==> src/sv/infix_expression_evaluator_defines.svh <==
// Assertion macros used by the evaluator datapath.
`ifndef INFIX_EXPRESSION_EVALUATOR_DEFINES_SVH
`define INFIX_EXPRESSION_EVALUATOR_DEFINES_SVH
// Condition that holds at every clock edge out of reset.
`define IEE_ASSERT_NOW(lbl, cond, msg) \
  lbl: assert property (@(posedge clk_i) disable iff (!rst_ni) (cond)) else $error(msg);
// Same-cycle implication.
`define IEE_ASSERT_IMP(lbl, ante, cons, msg) \
  lbl: assert property (@(posedge clk_i) disable iff (!rst_ni) (ante) |-> (cons)) else $error(msg);
// Next-cycle implication.
`define IEE_ASSERT_NXT(lbl, ante, cons, msg) \
  lbl: assert property (@(posedge clk_i) disable iff (!rst_ni) (ante) |=> (cons)) else $error(msg);
`endif

==> src/sv/iee_pkg.sv <==
// Shared types, codes, tables and helper functions of the expression evaluator.
package iee_pkg;

  localparam int VALUE_W = 48;

  typedef logic signed [VALUE_W-1:0] val_t;

  localparam val_t VAL_MAX = {1'b0, {(VALUE_W-1){1'b1}}};
  localparam val_t VAL_MIN = {1'b1, {(VALUE_W-1){1'b0}}};

  typedef enum logic [2:0] {
    ST_OK        = 3'd0,
    ST_SYNTAX    = 3'd1,
    ST_OVERFLOW  = 3'd2,
    ST_UNDERFLOW = 3'd3,
    ST_DIV_ZERO  = 3'd4
  } status_e;

  typedef enum logic [2:0] {
    OP_END  = 3'd0,
    OP_ADD  = 3'd1,
    OP_SUB  = 3'd2,
    OP_MUL  = 3'd3,
    OP_DIV  = 3'd4,
    OP_OPEN = 3'd5
  } op_e;

  typedef enum logic [1:0] {
    MD_CONV,
    MD_MUL,
    MD_DIV
  } md_mode_e;

  localparam logic [7:0] CH_ZERO  = 8'h30;
  localparam logic [7:0] CH_NINE  = 8'h39;
  localparam logic [7:0] CH_POINT = 8'h2E;
  localparam logic [7:0] CH_PLUS  = 8'h2B;
  localparam logic [7:0] CH_MINUS = 8'h2D;
  localparam logic [7:0] CH_STAR  = 8'h2A;
  localparam logic [7:0] CH_SLASH = 8'h2F;
  localparam logic [7:0] CH_OPEN  = 8'h28;
  localparam logic [7:0] CH_CLOSE = 8'h29;
  localparam logic [7:0] CH_EQUAL = 8'h3D;
  localparam logic [7:0] CH_HASH  = 8'h23;

  typedef struct packed {
    logic      num_digit;
    logic      num_point;
    logic      num_clear;
    logic      md_start;
    md_mode_e  md_mode;
    logic      opd_push;
    logic      opd_read;
    logic      opd_reduce;
    logic      red_from_md;
    logic      alu_sub;
    logic      op_read;
    logic      op_push;
    op_e       op_code;
    logic      op_pop;
    logic      clear;
    logic      emit;
    status_e   emit_status;
  } dp_cmd_t;

  typedef struct packed {
    logic point_seen;
    logic digit_seen;
    logic op_full;
    logic opd_full;
    logic opd_lt2;
    logic opd_is1;
    op_e  top;
    logic b_zero;
    logic md_done;
    logic out_busy;
  } dp_sts_t;

  function automatic logic [23:0] pow10(input logic [2:0] fd);
    logic [23:0] p;
    case (fd)
      3'd0: p = 24'd1;
      3'd1: p = 24'd10;
      3'd2: p = 24'd100;
      3'd3: p = 24'd1000;
      3'd4: p = 24'd10000;
      3'd5: p = 24'd100000;
      3'd6: p = 24'd1000000;
      default: p = 24'd10000000;
    endcase
    return p;
  endfunction

  // Apply sign to a magnitude, saturating when it does not fit.
  function automatic val_t sat_mag(input logic neg, input logic big,
                                   input logic [VALUE_W-2:0] m);
    val_t r;
    if (big) r = neg ? VAL_MIN : VAL_MAX;
    else if (neg) r = val_t'(-$signed({1'b0, m}));
    else r = val_t'({1'b0, m});
    return r;
  endfunction

endpackage

==> src/sv/iee_ctrl.sv <==
// Evaluator controller: character decode, precedence and reduction sequencing.
module iee_ctrl (
  input  logic             clk_i,
  input  logic             rst_ni,
  input  logic             in_valid_i,
  input  logic [7:0]       in_char_i,
  output logic             in_ready_o,
  input  iee_pkg::dp_sts_t sts_i,
  output iee_pkg::dp_cmd_t cmd_o
);
  import iee_pkg::*;

  typedef enum logic [3:0] {
    CL_DIGIT, CL_POINT, CL_ADD, CL_SUB, CL_MUL, CL_DIV,
    CL_OPEN, CL_CLOSE, CL_END, CL_OTHER
  } cls_e;

  typedef enum logic [2:0] {
    S_IDLE, S_CONV, S_TOP, S_DEC, S_EXEC, S_MDW, S_EMIT
  } state_e;

  function automatic cls_e classify(input logic [7:0] c);
    cls_e r;
    if (c >= CH_ZERO && c <= CH_NINE) r = CL_DIGIT;
    else begin
      case (c) inside
        CH_POINT:         r = CL_POINT;
        CH_PLUS:          r = CL_ADD;
        CH_MINUS:         r = CL_SUB;
        CH_STAR:          r = CL_MUL;
        CH_SLASH:         r = CL_DIV;
        CH_OPEN:          r = CL_OPEN;
        CH_CLOSE:         r = CL_CLOSE;
        CH_EQUAL, CH_HASH: r = CL_END;
        default:          r = CL_OTHER;
      endcase
    end
    return r;
  endfunction

  state_e  state_q, state_d;
  cls_e    cls_q, cls_d;
  op_e     red_op_q, red_op_d;
  status_e code_q, code_d;
  logic    disc_q, disc_d;

  cls_e    cls_in;
  logic    accept;
  logic    top_arith, top_muldiv, do_reduce, do_push;
  op_e     push_code;

  assign in_ready_o = state_q == S_IDLE;
  assign accept     = in_valid_i && in_ready_o;
  assign cls_in     = classify(in_char_i);

  assign top_arith  = sts_i.top == OP_ADD || sts_i.top == OP_SUB ||
                      sts_i.top == OP_MUL || sts_i.top == OP_DIV;
  assign top_muldiv = sts_i.top == OP_MUL || sts_i.top == OP_DIV;

  always_comb begin
    case (cls_q) inside
      CL_ADD:  push_code = OP_ADD;
      CL_SUB:  push_code = OP_SUB;
      CL_MUL:  push_code = OP_MUL;
      CL_DIV:  push_code = OP_DIV;
      default: push_code = OP_OPEN;
    endcase
  end

  always_comb begin
    cmd_o    = '0;
    state_d  = state_q;
    cls_d    = cls_q;
    red_op_d = red_op_q;
    code_d   = code_q;
    disc_d   = disc_q;
    do_reduce = 1'b0;
    do_push   = 1'b0;

    unique case (state_q)
      S_IDLE: begin
        if (accept) begin
          if (disc_q) begin
            if (cls_in == CL_END) disc_d = 1'b0;
          end else begin
            case (cls_in) inside
              CL_DIGIT: cmd_o.num_digit = 1'b1;
              CL_POINT: begin
                if (sts_i.point_seen) begin
                  code_d  = ST_SYNTAX;
                  state_d = S_EMIT;
                end else begin
                  cmd_o.num_point = 1'b1;
                end
              end
              CL_OTHER: ;
              default: begin
                cls_d = cls_in;
                if (!sts_i.digit_seen) begin
                  cmd_o.num_clear = 1'b1;
                  state_d = S_TOP;
                end else if (sts_i.opd_full) begin
                  code_d  = ST_OVERFLOW;
                  state_d = S_EMIT;
                end else begin
                  cmd_o.md_start = 1'b1;
                  cmd_o.md_mode  = MD_CONV;
                  state_d = S_CONV;
                end
              end
            endcase
          end
        end
      end
      S_CONV: begin
        if (sts_i.md_done) begin
          cmd_o.opd_push  = 1'b1;
          cmd_o.num_clear = 1'b1;
          state_d = S_TOP;
        end
      end
      S_TOP: begin
        cmd_o.op_read = 1'b1;
        state_d = S_DEC;
      end
      S_DEC: begin
        case (cls_q) inside
          CL_ADD, CL_SUB: begin
            if (top_arith) do_reduce = 1'b1;
            else do_push = 1'b1;
          end
          CL_MUL, CL_DIV: begin
            if (top_muldiv) do_reduce = 1'b1;
            else do_push = 1'b1;
          end
          CL_OPEN: do_push = 1'b1;
          CL_CLOSE: begin
            if (top_arith) do_reduce = 1'b1;
            else if (sts_i.top == OP_OPEN) begin
              cmd_o.op_pop = 1'b1;
              state_d = S_IDLE;
            end else begin
              code_d  = ST_SYNTAX;
              state_d = S_EMIT;
            end
          end
          default: begin
            if (top_arith) do_reduce = 1'b1;
            else if (sts_i.top == OP_OPEN || !sts_i.opd_is1) begin
              code_d  = ST_SYNTAX;
              state_d = S_EMIT;
            end else begin
              // fetch the single operand, then emit it
              cmd_o.opd_read = 1'b1;
              code_d  = ST_OK;
              state_d = S_EMIT;
            end
          end
        endcase
        if (do_reduce) begin
          cmd_o.op_pop = 1'b1;
          red_op_d = sts_i.top;
          if (sts_i.opd_lt2) begin
            code_d  = ST_UNDERFLOW;
            state_d = S_EMIT;
          end else begin
            cmd_o.opd_read = 1'b1;
            state_d = S_EXEC;
          end
        end
        if (do_push) begin
          if (sts_i.op_full) begin
            code_d  = ST_OVERFLOW;
            state_d = S_EMIT;
          end else begin
            cmd_o.op_push = 1'b1;
            cmd_o.op_code = push_code;
            state_d = S_IDLE;
          end
        end
      end
      S_EXEC: begin
        case (red_op_q) inside
          OP_MUL: begin
            cmd_o.md_start = 1'b1;
            cmd_o.md_mode  = MD_MUL;
            state_d = S_MDW;
          end
          OP_DIV: begin
            if (sts_i.b_zero) begin
              code_d  = ST_DIV_ZERO;
              state_d = S_EMIT;
            end else begin
              cmd_o.md_start = 1'b1;
              cmd_o.md_mode  = MD_DIV;
              state_d = S_MDW;
            end
          end
          default: begin
            cmd_o.opd_reduce = 1'b1;
            cmd_o.alu_sub    = red_op_q == OP_SUB;
            state_d = S_TOP;
          end
        endcase
      end
      S_MDW: begin
        if (sts_i.md_done) begin
          cmd_o.opd_reduce  = 1'b1;
          cmd_o.red_from_md = 1'b1;
          state_d = S_TOP;
        end
      end
      S_EMIT: begin
        // hold until the output register is free
        if (!sts_i.out_busy) begin
          cmd_o.emit        = 1'b1;
          cmd_o.emit_status = code_q;
          cmd_o.clear       = 1'b1;
          disc_d  = code_q != ST_OK;
          state_d = S_IDLE;
        end
      end
      default: state_d = S_IDLE;
    endcase
  end

  always_ff @(posedge clk_i or negedge rst_ni) begin
    if (!rst_ni) begin
      state_q  <= S_IDLE;
      cls_q    <= CL_OTHER;
      red_op_q <= OP_END;
      code_q   <= ST_OK;
      disc_q   <= 1'b0;
    end else begin
      state_q  <= state_d;
      cls_q    <= cls_d;
      red_op_q <= red_op_d;
      code_q   <= code_d;
      disc_q   <= disc_d;
    end
  end

endmodule

==> config.mk <==
export PLATFORM = sky130hd
export DESIGN_NAME = iee_ctrl
export DESIGN_NICKNAME = d
export VERILOG_FILES = /design/src/sv/infix_expression_evaluator_defines.svh /design/src/sv/iee_pkg.sv /design/src/sv/iee_ctrl.sv
export SDC_FILE = /design/constraint.sdc
export NUM_CORES = 1
export LEC_CHECK = 0
export BUFFER_PORTS_ARGS = -buffer_cell sky130_fd_sc_hd__buf_2
export CAP_MARGIN = 20
export CORE_AREA = 2 2 65 67
export CTS_CLUSTER_DIAMETER = 60
export DETAILED_ROUTE_END_ITERATION = 7
export DIE_AREA = 0 0 67 69
export SKIP_CTS_REPAIR_TIMING = 1
export SYNTH_ARGS = -nofsm -noshare
export SYNTH_HDL_FRONTEND = slang
export SYNTH_SLANG_ARGS = --single-unit
==> constraint.sdc <==
create_clock -name clk_i -period 2.8 [get_ports clk_i]
set_input_delay 0.42 -clock clk_i [delete_from_list [all_inputs] [get_ports clk_i]]
set_output_delay 0.42 -clock clk_i [all_outputs]
set_load 0.1 [all_outputs]
After elaboration in Yosys (flattened, before gate mapping)
Cells that the tools add are included.

operators by class
  reduce and logical (&&, ||, !) cells = 22
  bitwise operators = 4
  equality and inequality tests = 48
  $lt $le $gt $ge = 2
  multiplexer cells = 129

operators by type and width
  operator                                                               count
  3-bit 2-to-1 mux                                                       52
  8-bit by 6-bit == test with 1-bit output, second input constant        9
  4-bit 2-to-1 mux                                                       13
  1-bit 2-to-1 mux                                                       49
  11-bit AND reduction                                                   2
  3-bit by 2-bit == test with 1-bit output, second input constant        6
  3-bit == test, second input constant                                   6
  3-bit one-hot mux with 6 select lines                                  1
  4-bit by 3-bit == test with 1-bit output, second input constant        4
  4-bit != test, second input constant                                   4
  5-bit 2-to-1 mux                                                       3
  6-bit 2-to-1 mux                                                       2
  2-bit != test, second input constant                                   6
  3-bit one-hot mux with 3 select lines                                  1
  4-bit by 2-bit == test with 1-bit output, second input constant        2
  4-bit == test, second input constant                                   2
  8-bit by 6-bit >= comparator with 1-bit output, second input constant  1
  8-bit by 6-bit <= comparator with 1-bit output, second input constant  1
  2-bit 2-to-1 mux                                                       4
  2-bit OR reduction                                                     4
  3-bit by 1-bit == test with 1-bit output, second input constant        2
  3-bit by 1-bit != test with 1-bit output, second input constant        2
  3-bit != test, second input constant                                   2
  1-bit one-hot mux with 2 select lines                                  3
  other kinds (14)                                                       24

word-level totals
  bits in registers = 14
  input bits = 23
  output and inout port bits = 23

Longest topological paths before layout
  depth after elaboration = 18
  mapped depth = 6
  depth with buffers taken out = 5

Worst setup path after synthesis
OpenSTA, ideal clock, no wires.

  path kind = flip-flop to output port
  start point = register state_q[2]
  end point = output cmd_o[21] (netlist name)
  required time = 2380 ps
  arrival time = 4025 ps
  stages on the path, launching flop included = 3
  path slack = -1645 ps
  cell sequence = dfrtp_1 -> or4b_2 -> nor4_1

RTL lines
  item                      line             source
  start: declaration        iee_ctrl.sv:41   state_e state_q, state_d;
  start signal: assignment  iee_ctrl.sv:235  state_q <= state_d;
  end: declaration          iee_ctrl.sv:9    output iee_pkg::dp_cmd_t cmd_o

==> results by group <==
Synthesis
  • Leading cell types by total area after synthesis: sky130_fd_sc_hd__dfrtp_1, sky130_fd_sc_hd__a21oi_1, sky130_fd_sc_hd__mux2_2
  • Synthesized net count: 227
  • Cell accounting for the most synthesized area: sky130_fd_sc_hd__dfrtp_1
  • Dominant synthesized flop cell: sky130_fd_sc_hd__dfrtp_1
  • Proportion of synthesized chip area in sequential cells: 23.1%
  • Cell Area, Synth: 0.00153 sq mm
  • List of most frequent post-synthesis cells: sky130_fd_sc_hd__a21oi_1, sky130_fd_sc_hd__clkbuf_1, sky130_fd_sc_hd__nand2_1, sky130_fd_sc_hd__nor2_1
  • Syn Area/Cell: 7.49 sq um
  • EDFF count, synth: 0
  • Gate Count Post-Synth: 204
  • Flip-flop and latch count after synthesis: 14
  • Post-synth ARST share: 100%
  • Cell with the most instances after synthesis: sky130_fd_sc_hd__a21oi_1
  • Share of Yosys cell area claimed by the top area cell type: 19.6%
  • Distinct cell type count after synthesis: 60
  • Number of warning messages in the yosys log: 0

STA
  • Final setup skew: 0.00319 ns
  • Final worst setup slack: 0.0707 ns
  • Fin. max-slew vios: 0
  • Slew at the pin closest to its max-slew limit: 0.487 ns
  • Final critical path time including I/O delays and setup: 2.73 ns
  • F_max: 0.366 GHz
  • Fin crit share: 97.5%
  • Setup repair after global routing missed its margin: false
  • Fin Hold WS: 0.0689 ns
  • Count of endpoints failing setup in the final report: 0
  • Final Hold Fails: 0
  • Max-slew headroom: 67.7%

Placed design
  • Quantity of I/O buffers inserted on ports: 45
  • Routability congestion estimate: 0.807
  • Setup Slack @ Placement: 0.164 ns
  • Area after DPL: 0.00205 sq mm
  • Half-perimeter wire length after detailed placement: 3.56 mm

Route
  • Overall via count from detail_route: 1699
  • Number of DRC violations after detailed-routing iteration 0: 62
  • Total routed wirelength: 4.52 mm
  • Wire per inst: 15.3 um
  • Pre-Repair DR Iteration Count: 4
  • DRT antenna net count: 0
  • Number of vias per cell after detailed routing: 5.76
  • Detailed-route DRC error count: 0

GRT
  • Vias in the first global route: 1551
  • All-Layer GR Usage: 20.0%
  • Remaining Overflow, GRT: 0
  • Wire length of the first global-routing pass: 7.39 mm
  • Met1 global-route usage: 30.7%
  • Initial antenna violation count: 0
  • Met3 Usage GRT: 1.14%
  • Most crowded layer after global routing: met1
  • Global routing usage on met2: 30.0%
  • Pin count of the biggest net entering global routing: 15

Floorplanning
  • Standard-cell rows: 23
  • Ports: 46
  • Std-Cell Core Area: 0.00391 sq mm
  • Die Area: 0.00462 sq mm
  • Starting Density: 39.1%
  • Horizontal extent of the die: 67 um
  • Die height: 69 um

Clock network
  • Clk sinks: 14
  • Max clock buf depth: 2
  • Clock Tree Root: sky130_fd_sc_hd__clkbuf_8
  • Source-to-sink clock delay at the later pin of the worst-skew pair: 0.25 ns
  • Register clock-pin slew on the reported worst setup and hold paths: 0.06 ns
  • Clock buffer count from CTS: 3
  • TritonCTS clock tree: built
  • H-tree lvl count: 1

Worst setup path
  • Beginning of the critical path: state_q[2]$_DFFE_PN0P_
  • Setup slack on the worst flop-to-flop path: 0.83 ns
  • Depth of the most critical reg-to-reg path: 4
  • Crit. End Element: primary output
  • Maximum fanout along the worst path: 6
  • Kind of critical path: flop to primary output
  • Launching element type of the critical path: flop
  • Reg2Reg Launch Point: disc_q$_DFFE_PN0P_
  • Data required time of the critical path: 2.38 ns
  • Data arrival time at the worst-slack endpoint: 2.31 ns
  • RR Endpoint: code_q[2]$_DFFE_PN0P_

Pwr
  • Cell leakage power: 0.000915 uW
  • Power per cell area: 756 mW/mm^2
  • Overall power of the completed layout: 1610 uW
  • Max VDD drop: 527 uV

Layout
  • Layout area overhead: 39.7%
  • Final Net Count: 269
  • Ant. Diodes: 0
  • Post-Layout Inst Area: 0.00214 sq mm
  • Fraction of final layout cells sized beyond drive strength 1: 38.0%

Run status
  • Status: complete, no violations

Job
  • MaxCap Viol Count: 0

Worst hold path
  • Path type of the worst min-delay path: primary input to asynchronous set/reset pin
final cells by class:
class | count | area, sq um
Clock buffer | 4 | 55.1
Sequential cell | 14 | 354
Multi-Input combinational cell | 162 | 1240
Fill cell | 389 | 1780
Inverter | 12 | 45.0
Timing Repair Buffer | 53 | 375
Tap cell | 50 | 62.6
worst max-delay path: stages, from the launching register on:
cell and delay [ns]:
sky130_fd_sc_hd__dfrtp_1 0.37, sky130_fd_sc_hd__or4b_4 0.58, sky130_fd_sc_hd__nor3_1 0.22, sky130_fd_sc_hd__and3_2 0.26, sky130_fd_sc_hd__o21ai_4 0.11, sky130_fd_sc_hd__o32ai_4 0.31, sky130_fd_sc_hd__buf_12 0.21
registers in the layout, indices dropped and copies added, names as in the netlist:
register,flops
cls_q,4
state_q,3
code_q,3
red_op_q,3
disc_q,1
where the power goes:
part	internal, uW	leakage (uW)	total [uW]	switching (uW)
registers	281	0.000169	368	86.1
clock network	125	0.0000288	197	72.6
logic	330	0.000717	1050	720
total	736	0.000915	1610	878
placed cells by master (no fill, tap or decap), drive strengths merged, types with 4 or more instances in the layout:
cell,count
buf,53
a21oi,15
nand2,13
nor2,13
inv,12
dfrtp,12
nor3,10
nor2b,8
nand2b,6
nand3b,6
o21ai,6
nand3,5
mux2,5
clkbuf,4
and2,4
and3,4
o22ai,4
nor4,4
per-layer routing:
metal  part of all wire (%)  wire length [um]
met5                      0                 0
met4                   0.97                44
met3                    4.1               184
met2                     47              2110
met1                     48              2180
logic make-up after synthesis:
group,share of synthesized area [%]
DFF,23.1
buffers and inverters,7.20
adders and majority gates,0.655
and+or+nand+nor,35.3
AOI/OAI and AO/OA,29.5
muxes,4.34
through the flow:
stage               setup TNS, ns  cells  util [%]
floorplan                  -0.911    204         -
global placement                0    288      52.3
detailed placement              0    288      52.3
CTS                       -0.0195    292      53.7
global route                    0    295      54.6
finish                          0    295      54.6
how the worst max path moves through the flow:
stage                     end  slack [ns]  cells past startpoint
finish              cmd_o[19]        0.07                      6
global route        cmd_o[19]        0.01                      6
CTS                  cmd_o[7]       -0.02                      6
detailed placement   cmd_o[7]        0.16                      7
global placement     cmd_o[7]        0.18                      7
floorplan           cmd_o[20]       -0.43                      5
(Power assumes the default switching activity.)
